==> src/rtl/core/ckps_pkg.sv <==
// ckps_pkg: shared types and constants of the closest point selector
// used by the interfaces, the register block, controller, datapath and top level
`timescale 1ns / 1ps

package ckps_pkg;

  // default sizes handed to the top level parameters
  localparam int MAX_POINTS_DEF = 64;
  localparam int COORD_BITS_DEF = 24;

  // fixed field widths
  localparam int MT_W      = 7;   // max_targets
  localparam int IDX_OUT_W = 6;   // target_index
  localparam int DIST_W    = 50;  // distance_sq
  localparam int SQ_IN_W   = 25;  // magnitudes at or above 2**25 saturate
  localparam int MAG_EXT_W = 33;  // widest axis magnitude over the coordinate range

  localparam logic [DIST_W-1:0] DIST_MAX = {DIST_W{1'b1}};

  // configuration port
  localparam int APB_DW = 32;
  localparam int APB_AW = 4;

  typedef logic [1:0] reg_code_t;
  localparam reg_code_t REG_MAX_TARGETS = 2'd0;
  localparam reg_code_t REG_ORIGIN_X    = 2'd1;
  localparam reg_code_t REG_ORIGIN_Y    = 2'd2;
  localparam reg_code_t REG_ORIGIN_Z    = 2'd3;

  typedef enum logic [1:0] {
    AXIS_X,
    AXIS_Y,
    AXIS_Z
  } axis_e;

  typedef enum logic {
    EMIT_READ,
    EMIT_BEST
  } emit_src_e;

  // controller to datapath
  typedef struct packed {
    logic      store;     // write accepted point, bump count or mark overflow
    logic      idx_clr;
    logic      idx_inc;
    logic      crd;       // read coordinates at idx
    logic      mag;       // axis magnitude stage
    axis_e     axis;
    logic      mul;       // square stage
    logic      acc_clr;   // load accumulator with square
    logic      acc;       // saturating accumulate
    logic      dwr;       // write distance at idx
    logic      drd;       // read distance at idx
    logic      scan;      // compare the distance fetched alongside it, once registered
    logic      best_clr;
    logic      emit;
    emit_src_e emit_sel;
    logic      emit_last;
    logic      clear;     // end of query, empty the set
  } cmd_t;

  // datapath to controller
  typedef struct packed {
    logic idx_last;   // idx points at the last stored point
    logic mode_all;   // max_targets covers the whole set
    logic want_zero;  // max_targets is zero
    logic k_last;     // this pick is the final one
    logic out_free;   // output register can take a result
  } status_t;

endpackage

==> src/rtl/core/ckps_regs.sv <==
// ckps_regs: APB-style configuration registers (max_targets, query origin)
// depends on ckps_pkg for register codes and port widths
`timescale 1ns / 1ps

module ckps_regs #(
  parameter int COORD_BITS = ckps_pkg::COORD_BITS_DEF
) (
  input  logic                          clk_i,
  input  logic                          rst_ni,
  input  logic                          psel,
  input  logic                          penable,
  input  logic                          pwrite,
  input  logic [ckps_pkg::APB_AW-1:0]   paddr,
  input  logic [ckps_pkg::APB_DW-1:0]   pwdata,
  output logic [ckps_pkg::APB_DW-1:0]   prdata,
  output logic                          pready,
  output logic [ckps_pkg::MT_W-1:0]     max_targets_o,
  output logic signed [COORD_BITS-1:0]  origin_x_o,
  output logic signed [COORD_BITS-1:0]  origin_y_o,
  output logic signed [COORD_BITS-1:0]  origin_z_o
);
  import ckps_pkg::*;

  logic [MT_W-1:0]              max_targets_q;
  logic signed [COORD_BITS-1:0] origin_x_q;
  logic signed [COORD_BITS-1:0] origin_y_q;
  logic signed [COORD_BITS-1:0] origin_z_q;
  logic                         wr_en;
  reg_code_t                    reg_sel;

  assign pready  = 1'b1;
  assign wr_en   = psel && penable && pwrite;
  assign reg_sel = paddr[3:2];

  always_ff @(posedge clk_i or negedge rst_ni) begin
    if (!rst_ni) begin
      max_targets_q <= MT_W'(1);
      origin_x_q    <= '0;
      origin_y_q    <= '0;
      origin_z_q    <= '0;
    end else if (wr_en) begin
      unique case (reg_sel)
        REG_MAX_TARGETS: max_targets_q <= pwdata[MT_W-1:0];
        REG_ORIGIN_X:    origin_x_q    <= pwdata[COORD_BITS-1:0];
        REG_ORIGIN_Y:    origin_y_q    <= pwdata[COORD_BITS-1:0];
        REG_ORIGIN_Z:    origin_z_q    <= pwdata[COORD_BITS-1:0];
      endcase
    end
  end

  // origins read back sign extended
  always_comb begin
    unique case (reg_sel)
      REG_MAX_TARGETS: prdata = APB_DW'(max_targets_q);
      REG_ORIGIN_X:    prdata = APB_DW'(origin_x_q);
      REG_ORIGIN_Y:    prdata = APB_DW'(origin_y_q);
      REG_ORIGIN_Z:    prdata = APB_DW'(origin_z_q);
    endcase
  end

  assign max_targets_o = max_targets_q;
  assign origin_x_o    = origin_x_q;
  assign origin_y_o    = origin_y_q;
  assign origin_z_o    = origin_z_q;

endmodule

==> config.mk <==
export PLATFORM = sky130hd
export DESIGN_NAME = ckps_regs
export DESIGN_NICKNAME = d
export VERILOG_FILES = /design/src/rtl/core/ckps_pkg.sv /design/src/rtl/core/ckps_regs.sv
export SDC_FILE = /design/constraint.sdc
export NUM_CORES = 1
export LEC_CHECK = 0
export ABC_CLOCK_PERIOD_IN_PS = 1100
export BUFFER_PORTS_ARGS = -buffer_cell sky130_fd_sc_hd__buf_2
export CORE_UTILIZATION = 44
export CTS_CLUSTER_DIAMETER = 30
export CTS_CLUSTER_SIZE = 24
export DETAILED_ROUTE_END_ITERATION = 7
export PLACE_DENSITY = 0.77
export SYNTH_ARGS = -nofsm -noshare
export SYNTH_HDL_FRONTEND = slang
export SYNTH_SLANG_ARGS = --single-unit
export TNS_END_PERCENT = 30
==> constraint.sdc <==
create_clock -name clk_i -period 1.1 [get_ports clk_i]
set_input_delay 0.055 -clock clk_i [delete_from_list [all_inputs] [get_ports clk_i]]
set_output_delay 0.055 -clock clk_i [all_outputs]
set_load 0.05 [all_outputs]
==> results.cfg <==
[critical_path]
cp.arrival_ps = 1470
required_ps = 1040
end_kind = output port
rr_endpoint = max_targets_o[3]$_DFFE_PN0P_
r2r-start = max_targets_o[3]$_DFFE_PN0P_
worst-r2r-cell-count = 3
worstSetupPathType = reg -> out
crit_path_start = origin_y_o[23]$_DFFE_PN0P_
critPathLaunchType = flop
path_max_fanout = 5
rrSetupSlack_ps = 70

[detailed_routing]
drt_wl_total_um = 11000
drt_iter0_drc = 52
wl_per_cell_um = 19.1
via_per_inst = 5.09
firstDrtPassIters = 4
num_vias = 2927
drc = 0
antenna_left = 0

[synthesis]
synth_top_area_share_pct = 52.6
synth_async_sr_flop_share_pct = 100
synth_cell_types = 18
yosysWarnings = 0
yosysTopAreaCell = dfrtp_1
synth_edf_count = 0
synth_nets = 271
ys_seq_area_share_pct = 53.3
yosysMostFrequentCell = dfrtp_1
synthCells = 230
synth_area_sq_um = 3710
synth-main-ff-cell = dfrtp_1
ys_top_cells_by_area = dfrtp_1 (53%), mux2_2 (23%), mux2_4 (8.1%)
synthTopCellsByCount = dfrtp_1 (78), mux2_2 (76), mux2_4 (20), a22o_1 (17), buf_4 (16)
avgSynthCellArea_sq_um = 16.1
synth_seq_cells = 79

[sta]
setup_viol = 45
postLayoutSetupSlackWorst_ps = -429
fmax_mhz = 654
setup-tns-final_ps = -12160
rsz0062_at_grt = yes
fin_crit_ps = 1530
timing.hold.ws_ps = 258
slew_viol_final = 0
skew_ps = 0
hold_viol_final = 0
post-route-period-util_pct = 139

[floorplanning]
die_h_um = 93.9
ioPinCount = 153
die_x_um = 93.9
rows = 33
fp.coreArea_sq_um = 8180
die_area_sq_um = 8810
start_util_pct = 45.4

[global_route]
grt_util_all_layers_pct = 25.7
grt_pass1_wl_um = 16800
antenna_found_initial = 0
globalRoute.totalOverflow = 0
grt_pass1_vias = 3173
grt_max_degree = 80

[power_and_ir_drop]
cell_internal_pwr_mw = 8.01
p_sw_mw = 6.30
irDropWorstVdd_v = 0.00123
power_density_nw_per_um2 = 2300
switching_share_pct = 44.0
pwr-share-clk_pct = 14.8
combPwrFrac_pct = 56.9
seqPwrFrac_pct = 28.4
p_leak_nw = 3.05

[final_layout]
n_antenna_cell = 0
multi_input_area_sq_um = 1640
final_nets = 506
drive_gt1_share_pct = 78.5
final_cells = 575
area_growth_pct = 67.4
ff_latch_area_sq_um = 2000
fill_cells = 502

[cts]
clock-sinks = 79
cts_buffer_depth = 2
clk_pin_slew_ps = 90
root_buffer = clkbuf_8
htreeDepth = 3
clk_latency_ps = 340
cts_buffers = 9
cts_tree = built

[placement]
dpl.cell_count = 522
hpwl_um = 6700
gp_congestion = 0.753
io_buffers = 141
place_ws_ps = -162

[min_path]
hold_path_class = in -> async

[run_status]
violations = negative setup slack
status = finished with violations

[flow_run]
maxCapViolations = 0
## critical path, cell delays in order (launching register included)
cell and delay [ps]:
dfrtp_2 420, mux2_4 280, a22o_4 260, buf_6 170
## flip-flops by register name, summed over array words and instances (netlist names)
| register | count |
|---|---|
| origin_y_o | 24 |
| origin_z_o | 24 |
| origin_x_o | 24 |
| max_targets_o | 7 |
## logic make-up (layout without fill, tap and decap cells)
| group | after synthesis | count (layout) | share of synthesized area [%] |
|---|---|---|---|
| muxes | 103 | 103 | 35.4 |
| and+or+nand+nor | 6 | 6 | 2.02 |
| other | 1 | 1 | 0.101 |
| buffers and inverters | 24 | 263 | 5.22 |
| AOI/OAI and AO/OA | 17 | 18 | 4.01 |
| DFF | 79 | 79 | 53.3 |
## per-stage QoR
step / total power, mW / instance area, sq um / utilization [%]
after global placement: 10.6 / 5090 / 62.2
after detailed placement: 10.7 / 5090 / 62.2
after CTS: 14.1 / 6110 / 74.7
after floorplan: 8.86 / 3830 / -
after global routing: 14.8 / 6220 / 76.0
final: 14.3 / 6220 / 76.0
## cell usage in the layout, fill, tap and decap left out
cell / n
nor2b_2: 1
a22o_1: 10
clkbuf_1: 1
and3_4: 1
bufinv_16: 1
a22o_4: 8
nand3b_4: 1
mux2_2: 72
dfrtp_2: 14
dfstp_2: 1
buf_4: 73
buf_8: 4
mux4_2: 7
conb_1: 1
buf_12: 9
mux2_4: 24
dlygate4sd3_1: 25
buf_6: 84
clkinv_4: 2
clkbuf_4: 6
clkbuf_8: 9
nor3b_4: 1
clkinv_2: 3
and3b_2: 1
nand3_2: 1
buf_2: 46
dfrtp_1: 64
## cell type report
cell class,instances,area share [%]
Clock inverter,6,1.01
Sequential cell,79,32.1
Tap cell,105,2.11
Timing Repair Buffer,247,36.4
Multi-Input combinational cell,128,26.4
Clock buffer,10,2.05
## layer usage
| metal | routed length [um] | track usage (%) | up-vias |
|---|---|---|---|
| met5 | 0 | 0 | - |
| met4 | 327 | 9.36 | 0 |
| met3 | 418 | 4.61 | 27 |
| met2 | 5980 | 46.8 | 97 |
| met1 | 4270 | 29.9 | 1492 |
| li1 | - | - | 1311 |
## timing repair
item	CTS	global route
hold buffers	25	0
setup buffers	3	8
gates resized for setup	173	18
endpoints found under the hold margin	154	0
cloned	1	0
pin swaps	1	0
setup endpoints to repair	83	83
## power groups by stage
stage	combinational, mW	sequential, mW	clock (mW)
after floorplan	2.35	6.52	0
after global routing	8.42	4.14	2.27
after global placement	6.59	4.03	0
after detailed placement	6.67	4.08	0
final	8.14	4.06	2.11
after CTS	7.89	4.03	2.14
## worst max-delay path by stage
stage                 end  slack, ps  cells past startpoint
3_3_place_gp   prdata[11]       -140                      5
3_5_place_dp   prdata[12]       -160                      5
2_1_floorplan  prdata[24]       -270                      3
5_1_grt        prdata[23]       -470                      3
6_report       prdata[23]       -430                      3
4_1_cts        prdata[23]       -420                      3
Note: power is estimated with default switching activity, not from simulation.
