===== src/rtl/core/ckps_pkg.sv =====
// ckps_pkg: shared types and constants of the closest point selector
// used by the interfaces, the register block, controller, datapath and top level
`timescale 1ns / 1ps

package ckps_pkg;

  // default sizes handed to the top level parameters
  localparam int MAX_POINTS_DEF = 64;
  localparam int COORD_BITS_DEF = 24;

  // fixed field widths
  localparam int MT_W      = 7;   // max_targets
  localparam int IDX_OUT_W = 6;   // target_index
  localparam int DIST_W    = 50;  // distance_sq
  localparam int SQ_IN_W   = 25;  // magnitudes at or above 2**25 saturate
  localparam int MAG_EXT_W = 33;  // widest axis magnitude over the coordinate range

  localparam logic [DIST_W-1:0] DIST_MAX = {DIST_W{1'b1}};

  // configuration port
  localparam int APB_DW = 32;
  localparam int APB_AW = 4;

  typedef logic [1:0] reg_code_t;
  localparam reg_code_t REG_MAX_TARGETS = 2'd0;
  localparam reg_code_t REG_ORIGIN_X    = 2'd1;
  localparam reg_code_t REG_ORIGIN_Y    = 2'd2;
  localparam reg_code_t REG_ORIGIN_Z    = 2'd3;

  typedef enum logic [1:0] {
    AXIS_X,
    AXIS_Y,
    AXIS_Z
  } axis_e;

  typedef enum logic {
    EMIT_READ,
    EMIT_BEST
  } emit_src_e;

  // controller to datapath
  typedef struct packed {
    logic      store;     // write accepted point, bump count or mark overflow
    logic      idx_clr;
    logic      idx_inc;
    logic      crd;       // read coordinates at idx
    logic      mag;       // axis magnitude stage
    axis_e     axis;
    logic      mul;       // square stage
    logic      acc_clr;   // load accumulator with square
    logic      acc;       // saturating accumulate
    logic      dwr;       // write distance at idx
    logic      drd;       // read distance at idx
    logic      scan;      // compare the distance fetched alongside it, once registered
    logic      best_clr;
    logic      emit;
    emit_src_e emit_sel;
    logic      emit_last;
    logic      clear;     // end of query, empty the set
  } cmd_t;

  // datapath to controller
  typedef struct packed {
    logic idx_last;   // idx points at the last stored point
    logic mode_all;   // max_targets covers the whole set
    logic want_zero;  // max_targets is zero
    logic k_last;     // this pick is the final one
    logic out_free;   // output register can take a result
  } status_t;

endpackage


===== src/rtl/core/ckps_ctrl.sv =====
// ckps_ctrl: sequencer for loading, distance pass, in-order report and min-search passes
// depends on ckps_pkg for cmd_t and status_t
`timescale 1ns / 1ps

module ckps_ctrl (
  input  logic                clk_i,
  input  logic                rst_ni,
  input  logic                pt_valid_i,
  input  logic                pt_last_i,
  output logic                pt_ready_o,
  input  ckps_pkg::status_t   status_i,
  output ckps_pkg::cmd_t      cmd_o
);
  import ckps_pkg::*;

  localparam logic [3:0] S_LOAD   = 4'd0;
  localparam logic [3:0] S_DRD    = 4'd1;
  localparam logic [3:0] S_DMX    = 4'd2;
  localparam logic [3:0] S_DMY    = 4'd3;
  localparam logic [3:0] S_DMZ    = 4'd4;
  localparam logic [3:0] S_DPZ    = 4'd5;
  localparam logic [3:0] S_DAZ    = 4'd6;
  localparam logic [3:0] S_DWR    = 4'd7;
  localparam logic [3:0] S_ERD    = 4'd8;
  localparam logic [3:0] S_EOUT   = 4'd9;
  localparam logic [3:0] S_PSTART = 4'd10;
  localparam logic [3:0] S_PSCAN  = 4'd11;
  localparam logic [3:0] S_PLAST  = 4'd12;
  localparam logic [3:0] S_POUT   = 4'd13;

  logic [3:0] state_q, state_d;

  always_comb begin
    state_d    = state_q;
    cmd_o      = '0;
    pt_ready_o = 1'b0;

    unique case (state_q)
      S_LOAD: begin
        pt_ready_o = 1'b1;
        if (pt_valid_i) begin
          cmd_o.store = 1'b1;
          if (pt_last_i) begin
            cmd_o.idx_clr = 1'b1;
            state_d       = S_DRD;
          end
        end
      end
      // distance pass, one point per round
      S_DRD: begin
        cmd_o.crd = 1'b1;
        state_d   = S_DMX;
      end
      S_DMX: begin
        cmd_o.mag  = 1'b1;
        cmd_o.axis = AXIS_X;
        state_d    = S_DMY;
      end
      S_DMY: begin
        cmd_o.mag  = 1'b1;
        cmd_o.axis = AXIS_Y;
        cmd_o.mul  = 1'b1;
        state_d    = S_DMZ;
      end
      S_DMZ: begin
        cmd_o.mag     = 1'b1;
        cmd_o.axis    = AXIS_Z;
        cmd_o.mul     = 1'b1;
        cmd_o.acc_clr = 1'b1;
        state_d       = S_DPZ;
      end
      S_DPZ: begin
        cmd_o.mul = 1'b1;
        cmd_o.acc = 1'b1;
        state_d   = S_DAZ;
      end
      S_DAZ: begin
        cmd_o.acc = 1'b1;
        state_d   = S_DWR;
      end
      S_DWR: begin
        cmd_o.dwr = 1'b1;
        if (status_i.idx_last) begin
          cmd_o.idx_clr = 1'b1;
          if (status_i.mode_all) begin
            state_d = S_ERD;
          end else if (status_i.want_zero) begin
            cmd_o.clear = 1'b1;
            state_d     = S_LOAD;
          end else begin
            state_d = S_PSTART;
          end
        end else begin
          cmd_o.idx_inc = 1'b1;
          state_d       = S_DRD;
        end
      end
      // every point in load order
      S_ERD: begin
        cmd_o.drd = 1'b1;
        state_d   = S_EOUT;
      end
      S_EOUT: begin
        if (status_i.out_free) begin
          cmd_o.emit      = 1'b1;
          cmd_o.emit_sel  = EMIT_READ;
          cmd_o.emit_last = status_i.idx_last;
          if (status_i.idx_last) begin
            cmd_o.clear = 1'b1;
            state_d     = S_LOAD;
          end else begin
            cmd_o.idx_inc = 1'b1;
            state_d       = S_ERD;
          end
        end
      end
      // one min-search pass per reported point
      S_PSTART: begin
        cmd_o.idx_clr  = 1'b1;
        cmd_o.best_clr = 1'b1;
        state_d        = S_PSCAN;
      end
      S_PSCAN: begin
        cmd_o.drd  = 1'b1;
        cmd_o.scan = 1'b1;
        if (status_i.idx_last) begin
          state_d = S_PLAST;
        end else begin
          cmd_o.idx_inc = 1'b1;
        end
      end
      S_PLAST: begin
        state_d = S_POUT;
      end
      S_POUT: begin
        if (status_i.out_free) begin
          cmd_o.emit      = 1'b1;
          cmd_o.emit_sel  = EMIT_BEST;
          cmd_o.emit_last = status_i.k_last;
          if (status_i.k_last) begin
            cmd_o.clear = 1'b1;
            state_d     = S_LOAD;
          end else begin
            state_d = S_PSTART;
          end
        end
      end
      default: begin
        state_d = S_LOAD;
      end
    endcase
  end

  always_ff @(posedge clk_i or negedge rst_ni) begin
    if (!rst_ni) begin
      state_q <= S_LOAD;
    end else begin
      state_q <= state_d;
    end
  end

endmodule

===== config.mk =====
export PLATFORM = sky130hd
export DESIGN_NAME = ckps_ctrl
export DESIGN_NICKNAME = d
export VERILOG_FILES = /design/src/rtl/core/ckps_pkg.sv /design/src/rtl/core/ckps_ctrl.sv
export SDC_FILE = /design/constraint.sdc
export NUM_CORES = 1
export LEC_CHECK = 0
export BUFFER_PORTS_ARGS = -buffer_cell sky130_fd_sc_hd__buf_2
export CAP_MARGIN = 20
export CORE_AREA = 4 4 41 43
export CTS_CLUSTER_DIAMETER = 200
export DETAILED_ROUTE_END_ITERATION = 7
export DIE_AREA = 0 0 45 47
export GPL_ROUTABILITY_DRIVEN = 0
export PLACE_DENSITY = 0.73
export SYNTH_ARGS = -nofsm -noshare
export SYNTH_HDL_FRONTEND = slang
export SYNTH_SLANG_ARGS = --single-unit

===== constraint.sdc =====
create_clock -name clk_i -period 1.9 [get_ports clk_i]
set_clock_uncertainty 0.1 [all_clocks]
set_input_delay 0.38 -clock clk_i [delete_from_list [all_inputs] [get_ports clk_i]]
set_output_delay 0.38 -clock clk_i [all_outputs]
set_load 0.05 [all_outputs]

==> metrics.txt, run 1 <==
synthesized area about 540 um2; # rows 13; detailed-route DRC error count 0; nets roughly 130; Design Power ~2200 uW; Placement Cell Area between 800 and 900 um2; post-route ant nets 0; initial antenna violation count 0; Max IR drop VDD between 1 and 1.5 mV; biggest regs state_q x4; Final Critical Period around 2.0 ns; Synth warnings 0; Netlist cell types 37; hold slack roughly 0.37 ns; Max clock buf depth 2; vias in the first global route roughly 700; layout cell share with drive strength beyond 1 between 70% and 80%; first-pass GRT wire length a little under 3 mm; clock share of power under 10%; Total Wirelength 2.31 mm; max reg flops 4; Sequential Area 105 um2; Top reg by flops state_q; met1 wire length between 800 and 900 um; placed insts ~120; H-tree levels 1; clk root buf clkbuf_4; n_diodes 0; vias per inst 5.85; Switching Share 53.3%; HPWL Detailed 1.32 mm; Die Span Y around 47 um; Slew @ Worst Pin around 0.51 ns; largest net degree at the start of global routing 12; FF-to-FF setup slack about 0.29 ns; Multi-input gate area between 500 and 600 um2; Gate power share 84.4%; R2R Path End state_q[3]; RSZ-0062 raised after global routing yes; Clk Latency, worst-skew pair about 0.25 ns; outcome complete, but fails checks; core area approximately 1300 um2; Slew Viols, Final 0; die area 2120 um2; Synth Register Bits 4; commonest non-fill, non-tap cell in the layout buf_4; crit path launch type flip-flop; Critical Path RT 1.42 ns; met3 wire len between 200 and 250 um; I/O pin count 28; element type at the critical path end output port; Tcrit/Tclk final 104%; fill count 77; Switch Pwr about 1200 uW; max_cap viols 0; Syn Inst Count 72; Initial Util 41.3%; via count around 770; critical path class flip-flop to output port; DR pass1 iterations 4; crit path DAT about 1.5 ns; Avg Inst Size Synth ~7.5 um2; design area between 1000 and 1500 um2; P&R area growth vs syn 106%; DR WL/cell about 18 um; fmax ~0.5 GHz; Reg2Reg Depth 5; GRT Util Overall around a fifth; sequential fraction of the synthesis area a little under a fifth; Slew headroom about two thirds; Final Hold Fails 0; P per Cell Area around 2000 nW/um2; Final setup viols 9; IO buf count 27; Worst Path Max Fanout 7; DR top layer met4; initial DRC count 13; failing checks setup timing; Reg power frac 10.4%; Leak about 0.00053 uW; Non-Filler Instances 132; most frequent cells in the layout buf_4 (22), buf_6 (13), buf_2 (10), nor3_1 (5); CTS Buf Count 3; Die W between 40 and 50 um; total grt overflow 0; Num Clock Sinks 4; CTS tree built; Syn Nets roughly 80; Worst-path clk slew approximately 0.05 ns; worst hold path class input pin to asynchronous set/reset pin; WL met2 about 1.2 mm; worst setup margin -0.0783 ns; Internal between 1000 and 1500 uW; r2r startpoint state_q[2]
per-stage QoR:
step | setup WS, ns | utilization [%] | TNS, ns
floorplan | -0.422 | - | -2.21
global placement | 0.0598 | 63.7 | 0
detailed placement | 0.0326 | 63.7 | 0
CTS | -0.0457 | 75.4 | -0.151
global route | -0.150 | 85.2 | -1.02
finish | -0.0783 | 85.2 | -0.454
cell families (layout without fill, tap and decap cells):
family | count (synthesis) | after routing | share of synthesized area, %
and+or+nand+nor | 37 | 37 | 39.5
AOI/OAI and AO/OA | 17 | 17 | 24.2
buffers and inverters | 10 | 55 | 10.2
DFF | 4 | 4 | 18.6
muxes | 3 | 3 | 5.81
xor gates and xnor gates | 1 | 1 | 1.63
layout make-up:
type                    instances  share of cell area, %
well taps                      15                   1.69
flip-flops and latches          4                   9.48
repair buffers                 49                   38.0
clock buffers                   3                   2.03
multi-input cells              58                   47.7
inverters                       3                   1.02
synthesized netlist by cell type:
library cell	number	area (um2)
mux2i_1	2	20.0
a21o_1	1	7.51
nor4_2	1	12.5
o32ai_1	1	8.76
nor3b_1	2	15.0
a21oi_1	3	15.0
inv_1	3	11.3
o31ai_1	1	7.51
a41o_1	1	10.0
o211ai_1	1	7.51
buf_4	1	7.51
nor3_1	6	30.0
o32ai_2	1	16.3
nand3_1	1	5.00
and4b_1	1	10.0
o211a_1	1	10.0
or3b_1	1	8.76
mux2_2	1	11.3
nor2_1	9	33.8
a2bb2oi_1	1	8.76
buf_6	1	11.3
nor2b_1	2	12.5
and2_1	2	12.5
nand4bb_1	1	11.3
o21ai_1	1	5.00
o21ai_0	2	10.0
and3b_1	1	8.76
o22ai_1	1	6.26
dfrtp_1	4	100
nand2b_1	3	18.8
nor4b_1	1	8.76
a2111oi_0	1	8.76
nor4_1	1	6.26
xnor2_1	1	8.76
buf_2	5	25.0
nand2_1	5	18.8
a21oi_2	1	8.76
per-layer routing:
metal | track usage, % | up-vias
li1 | - | 356
met1 | 21.3 | 357
met4 | 7.02 | 0
met5 | 0 | -
met2 | 36.4 | 46
met3 | 3.83 | 13
how the worst max path moves through the flow:
stage,startpoint,endpoint,depth (start not counted)
floorplan,state_q[2],cmd_o[12],3
global placement,state_q[2],cmd_o[17],4
detailed placement,state_q[0],cmd_o[10],4
CTS,state_q[0],cmd_o[0],4
global route,state_q[3],cmd_o[12],4
finish,state_q[3],cmd_o[12],4
worst max-delay path, cell delays in order (launching register included):
cell,delay (ns)
dfrtp_2,0.45
nand2b_1,0.25
buf_4,0.19
nor3_1,0.14
buf_4,0.23
power groups by stage:
stage,logic (uW),registers [uW],clock network (uW)
6_report,1860,228,114
5_1_grt,1940,233,128
4_1_cts,1580,213,112
3_5_place_dp,1360,215,0
3_3_place_gp,1350,211,0
2_1_floorplan,1040,162,0
timing repair:
item | 4_1_cts | 5_1_grt
hold buffers | 1 | 0
pin swaps | 3 | 2
hold endpoints to repair | 4 | 0
endpoints found under the setup margin | 18 | 16
resized for setup | 31 | 31
buffers inserted | 6 | 1
Power figures use the tool's default switching activity.
==> run 2: changes to the inputs <==
--- a/config.mk
+++ b/config.mk
@@ -12,6 +12,7 @@
 export DETAILED_ROUTE_END_ITERATION = 7
 export DIE_AREA = 0 0 45 47
 export GPL_ROUTABILITY_DRIVEN = 0
+export GPL_TIMING_DRIVEN = 0
 export PLACE_DENSITY = 0.73
 export SYNTH_ARGS = -nofsm -noshare
 export SYNTH_HDL_FRONTEND = slang
==> metrics.txt, run 2 (synthesis results as in run 1) <==
placed insts 114 (-5.8%); crit path DAT 1.54 ns (+0.04 ns); Num Clock Sinks 4 (unchanged); commonest non-fill, non-tap cell in the layout buf_6; Top reg by flops state_q; largest net degree at the start of global routing 11 (-1); first-pass GRT wire length 3.51 mm (+20%); Leak 0.000554 uW (+4.8%); initial antenna violation count 0 (unchanged); Worst-path clk slew 0.04 ns (about the same); crit path launch type flip-flop; Final Hold Fails 0 (unchanged); core area 1300 um2 (unchanged); Die Span Y 47 um (unchanged); Multi-input gate area 544 um2 (+2.8%); Max IR drop VDD 1.41 mV (+17%); Worst Path Buf+Inv 2 (unchanged); DR pass1 iterations 4 (unchanged); Design Power 2330 uW (+6.2%); nets 132 (+3.1%); fmax 0.496 GHz (-1.9%); Reg2Reg Depth 7 (+2); Clk Latency, worst-skew pair 0.23 ns (-0.02 ns); total grt overflow 0 (unchanged); n_diodes 0 (unchanged); most used cell, CP buf_6; Final setup viols 8 (-1); most frequent cells in the layout buf_6 (22), buf_2 (14), buf_4 (10), buf_8 (5), nor2_2 (5); biggest regs state_q x4; IO buf count 27 (unchanged); layout cell share with drive strength beyond 1 70.2% (+0.16 points); I/O pin count 28 (unchanged); Total Wirelength 2.60 mm (+13%); die area 2120 um2 (unchanged); Worst Path Max Fanout 5 (-2); Die W 45 um (unchanged); P&R area growth vs syn 124%; DR WL/cell 19.1 um (+9.2%); H-tree levels 1 (unchanged); RSZ-0062 raised after global routing yes; Sequential Area 103 um2 (-2.4%); initial DRC count 35 (+22); slowest stage delay, CP 0.39 ns (-0.06 ns); via count 797 (+3.2%); worst hold path class input pin to asynchronous set/reset pin; Initial Util 41.3% (unchanged); vias per inst 5.86 (+0.20%); element type at the critical path end output port; clk root buf clkbuf_4; Slew Viols, Final 0 (unchanged); worst setup margin -0.116 ns (-0.0381 ns); hold slack 0.369 ns (+0.00195 ns); Tcrit/Tclk final 106% (+2.0 points); Slew headroom 66.6% (+1.6 points); max reg flops 4 (unchanged); Critical Path RT 1.42 ns (about the same); CTS tree built; P per Cell Area 1940 nW/um2 (-2.3%); fill count 46 (-40%); GRT Util Overall 23.1% (+3.7 points); post-route ant nets 0 (unchanged); WP depth 5 (+1); Final Critical Period 2.02 ns (+0.0381 ns); critical path class flip-flop to output port; Max clock buf depth 2 (unchanged); HPWL Detailed 1.29 mm (-2.8%); failing checks setup timing; max_cap viols 0 (unchanged); cells along the critical path buf_6 -> and4b_2 -> nor2b_4 -> a41o_2 -> buf_6; critical path's top delay family simple AND/OR/NAND/NOR gates; # rows 13 (unchanged); CTS Buf Count 3 (unchanged); Slew @ Worst Pin 0.489 ns (-0.0229 ns); outcome complete, but fails checks; Slowest cell on crit path dfrtp_1; vias in the first global route 739 (+5.9%); setup TNS -0.477 ns (-0.0227 ns); detailed-route DRC error count 0 (unchanged); Non-Filler Instances 136 (+3.0%)
[run 2: changes by cell type in the layout (fill, tap and decap cells not counted), moves of 2 or more]
cell     before  now
nand2_4       3    1
dfrtp_2       4    2
buf_8         2    5
buf_2        10   14
dfrtp_1       0    2
buf_4        22   10
nand2_8       0    2
buf_6        13   22
[run 2: power breakdown]
group / switching (uW) / internal [uW]
clock: 33.1 / 70.5
sequential: 39.3 / 128
combinational: 1160 / 899
total: 1240 / 1100
[run 2: per-stage QoR]
| stage | instance area (um2) | util, % | setup WS [ns] |
|---|---|---|---|
| global route | 1200 | 92.6 | -0.168 |
| global placement | 754 | 58.0 | -0.131 |
| finish | 1200 | 92.6 | -0.116 |
| detailed placement | 754 | 58.0 | -0.170 |
| floorplan | 601 | - | -0.422 |
| CTS | 1080 | 82.7 | -0.110 |
[run 2: worst paths after layout]
kind                       slack [ns]          to   startpoint
hold / removal                   0.37  state_q[0]       rst_ni
hold reg to reg                  0.64  state_q[1]   state_q[0]
min in group clk_i               0.55  state_q[2]  status_i[0]
setup reg to reg                 0.21  state_q[3]   state_q[1]
max in group asynchronous        1.20  state_q[3]       rst_ni
setup / recovery                -0.12    cmd_o[0]   state_q[1]
[run 2: cell type report]
type,instances,area share [%]
Timing Repair Buffer,46,34.7
Clock buffer,3,1.87
Inverter,3,1.56
Buffer,7,6.65
Multi-Input combinational cell,58,45.2
Tap cell,15,1.56
Sequential cell,4,8.51
[run 2: layer usage]
metal	part of all wire, %	global-route usage [%]	vias up
met5	0	0	-
li1	-	-	364
met3	7.7	3.83	4
met4	1.5	8.19	0
met2	55	36.7	50
met1	36	31.5	379
[run 2: worst register-to-register path, cell delays in order (launching register included)]
cell	delay, ns
dfrtp_1	0.39
buf_6	0.13
buf_6	0.12
buf_4	0.13
nor3b_1	0.13
o211a_1	0.24
nor3_1	0.21
o21ai_1	0.10
[run 2: timing repair]
| action | CTS | global route |
|---|---|---|
| pin swaps | 5 | 5 |
| endpoints found under the hold margin | 4 | 0 |
| gates resized for setup | 55 | 22 |
| cloned | 1 | 0 |
| setup buffers | 13 | 4 |
| hold buffers | 1 | 0 |
| setup endpoints to repair | 17 | 16 |
==> run 3: changes to the inputs <==
==> constraint.sdc (replaced) <==
create_clock -name clk_i -period 1.9 [get_ports clk_i]
set_clock_uncertainty 0.1 [all_clocks]
set_input_delay 0.285 -clock clk_i [delete_from_list [all_inputs] [get_ports clk_i]]
set_output_delay 0.285 -clock clk_i [all_outputs]
set_load 0.05 [all_outputs]
==> metrics.txt, run 3 (synthesis results as in run 1) <==
outcome complete, but fails checks; failing checks setup timing; HPWL Detailed 1.25 mm (-3.2%); Slew @ Worst Pin 0.362 ns (-0.127 ns); Top reg by flops state_q; r2r startpoint state_q[2]; Final Hold Fails 0 (unchanged); Gate power share 84.9% (-3.5 points); Worst Path Max Fanout 5 (unchanged); Core Util, Final 72.1% (-20 points); Initial Util 41.3% (unchanged); # rows 13 (unchanged); Slew headroom 75.3% (+8.7 points); P&R area growth vs syn 74.4%; n_diodes 0 (unchanged); element type at the critical path end output port; Switch Pwr 1020 uW (-18%); CTS tree built; Total Wirelength 1.79 mm (-31%); post-route ant nets 0 (unchanged); Design Power 1790 uW (-23%); total grt overflow 0 (unchanged); DR pass1 iterations 4 (unchanged); core area 1300 um2 (unchanged); initial DRC count 14 (-60%); R2R Path End state_q[1]; Die W 45 um (unchanged); Die Span Y 47 um (unchanged); worst hold path class input pin to asynchronous set/reset pin; Reg2Reg Depth 6 (-1); Max IR drop VDD 0.941 mV (-33%); die area 2120 um2 (unchanged); IO buf count 27 (unchanged); GRT Util Overall 16.5% (-6.6 points); crit path launch type flip-flop; commonest non-fill, non-tap cell in the layout buf_2; detailed-route DRC error count 0 (unchanged); max_cap viols 0 (unchanged); Critical Path RT 1.51 ns (+0.09 ns); CTS Buf Count 3 (unchanged); via count 712 (-11%); vias per inst 5.65 (-3.6%); first-pass GRT wire length 2.50 mm (-29%); layout cell share with drive strength beyond 1 60.4% (-9.9 points); worst setup margin -0.0160 ns (+0.100 ns); Sequential Area 103 um2 (unchanged); Final setup viols 2 (-6); crit path DAT 1.53 ns (about the same); Multi-input gate area 460 um2 (-15%); Num Clock Sinks 4 (unchanged); clk root buf clkbuf_4; Internal 773 uW (-30%); Max clock buf depth 2 (unchanged); Slew Viols, Final 0 (unchanged); most frequent cells in the layout buf_2 (21), buf_4 (9), buf_6 (8); RSZ-0062 raised after global routing yes; Final Critical Period 1.92 ns (-0.100 ns); Leak 0.000450 uW (-19%); initial antenna violation count 0 (unchanged); P per Cell Area 1910 nW/um2 (-1.5%); fill count 109 (+140%); critical path class flip-flop to output port; design area 938 um2 (-22%); nets 122 (-7.6%); H-tree levels 1 (unchanged); Tcrit/Tclk final 101% (-5.3 points); clock share of power 6.2% (+1.8 points); vias in the first global route 586 (-21%); largest net degree at the start of global routing 11 (unchanged); Switching Share 56.8% (+3.8 points); worst slack at placement 0.0394 ns (+0.210 ns); I/O pin count 28 (unchanged); Placement Cell Area 744 um2 (-1.3%); max reg flops 4 (unchanged); biggest regs state_q x4; setup TNS -0.0238 ns (+0.453 ns); Reg power frac 8.9% (+1.8 points); Worst-path clk slew 0.04 ns (about the same); Clk Latency, worst-skew pair 0.25 ns (+0.02 ns); fmax 0.522 GHz (+5.2%); DR WL/cell 14.2 um (-26%); FF-to-FF setup slack 0.41 ns (+0.20 ns)
[run 3: cell count changes in the layout (fill, tap and decap cells not counted), moves of 2 or more]
cell,change
buf_8,-4
buf_6,-14
nand2_8,-2
nor2_1,+2
buf_2,+7
clkbuf_4,+2
[run 3: power groups by stage]
stage / sequential (uW) / combinational, uW / clock [uW]
after floorplan: 165 / 1030 / 0
after global placement: 173 / 1230 / 0
after detailed placement: 174 / 1240 / 0
after CTS: 157 / 1360 / 110
after global routing: 164 / 1610 / 113
final: 160 / 1520 / 111
[run 3: worst max path at each step]
stage / startpoint / slack (ns) / endpoint
after floorplan: state_q[1] / -0.33 / cmd_o[0]
after global placement: state_q[3] / 0.04 / cmd_o[15]
after detailed placement: state_q[3] / 0.04 / cmd_o[15]
after CTS: state_q[3] / -0.004 / cmd_o[16]
after global routing: state_q[1] / -0.06 / cmd_o[0]
final: state_q[1] / -0.02 / cmd_o[0]
[run 3: final cells by class]
class	count	area share (%)
Buffer	7	7.07
Clock buffer	3	2.40
Inverter	3	1.20
Multi-Input combinational cell	58	49.1
Sequential cell	4	10.9
Tap cell	15	2.00
Timing Repair Buffer	36	27.3
[run 3: repair_timing]
item	4_1_cts	5_1_grt
setup buffers	2	5
pin swaps	0	4
hold buffers	1	0
gates resized for setup	16	17
hold endpoints to repair	4	0
setup endpoints to repair	13	10
cloned	0	1
[run 3: stage by stage]
step | hold slack [ns] | instances
finish | 0.277 | 126
global route | 0.307 | 126
CTS | 0.277 | 120
detailed placement | -0.00402 | 114
global placement | -0.0118 | 114
floorplan | -0.111 | 72
[run 3: layer usage]
layer | part of all wire, % | wire length [um] | GRT usage, %
met5 | 0 | 0 | 0
met4 | 2.7 | 48 | 12.9
met3 | 6.6 | 119 | 1.92
met2 | 50 | 900 | 26.6
met1 | 40 | 724 | 19.9
[run 3: critical path, stage by stage, from the launching register on]
cell	delay (ns)
dfrtp_1	0.40
buf_6	0.15
and4b_2	0.29
nor2b_4	0.16
a41o_1	0.12
buf_6	0.16
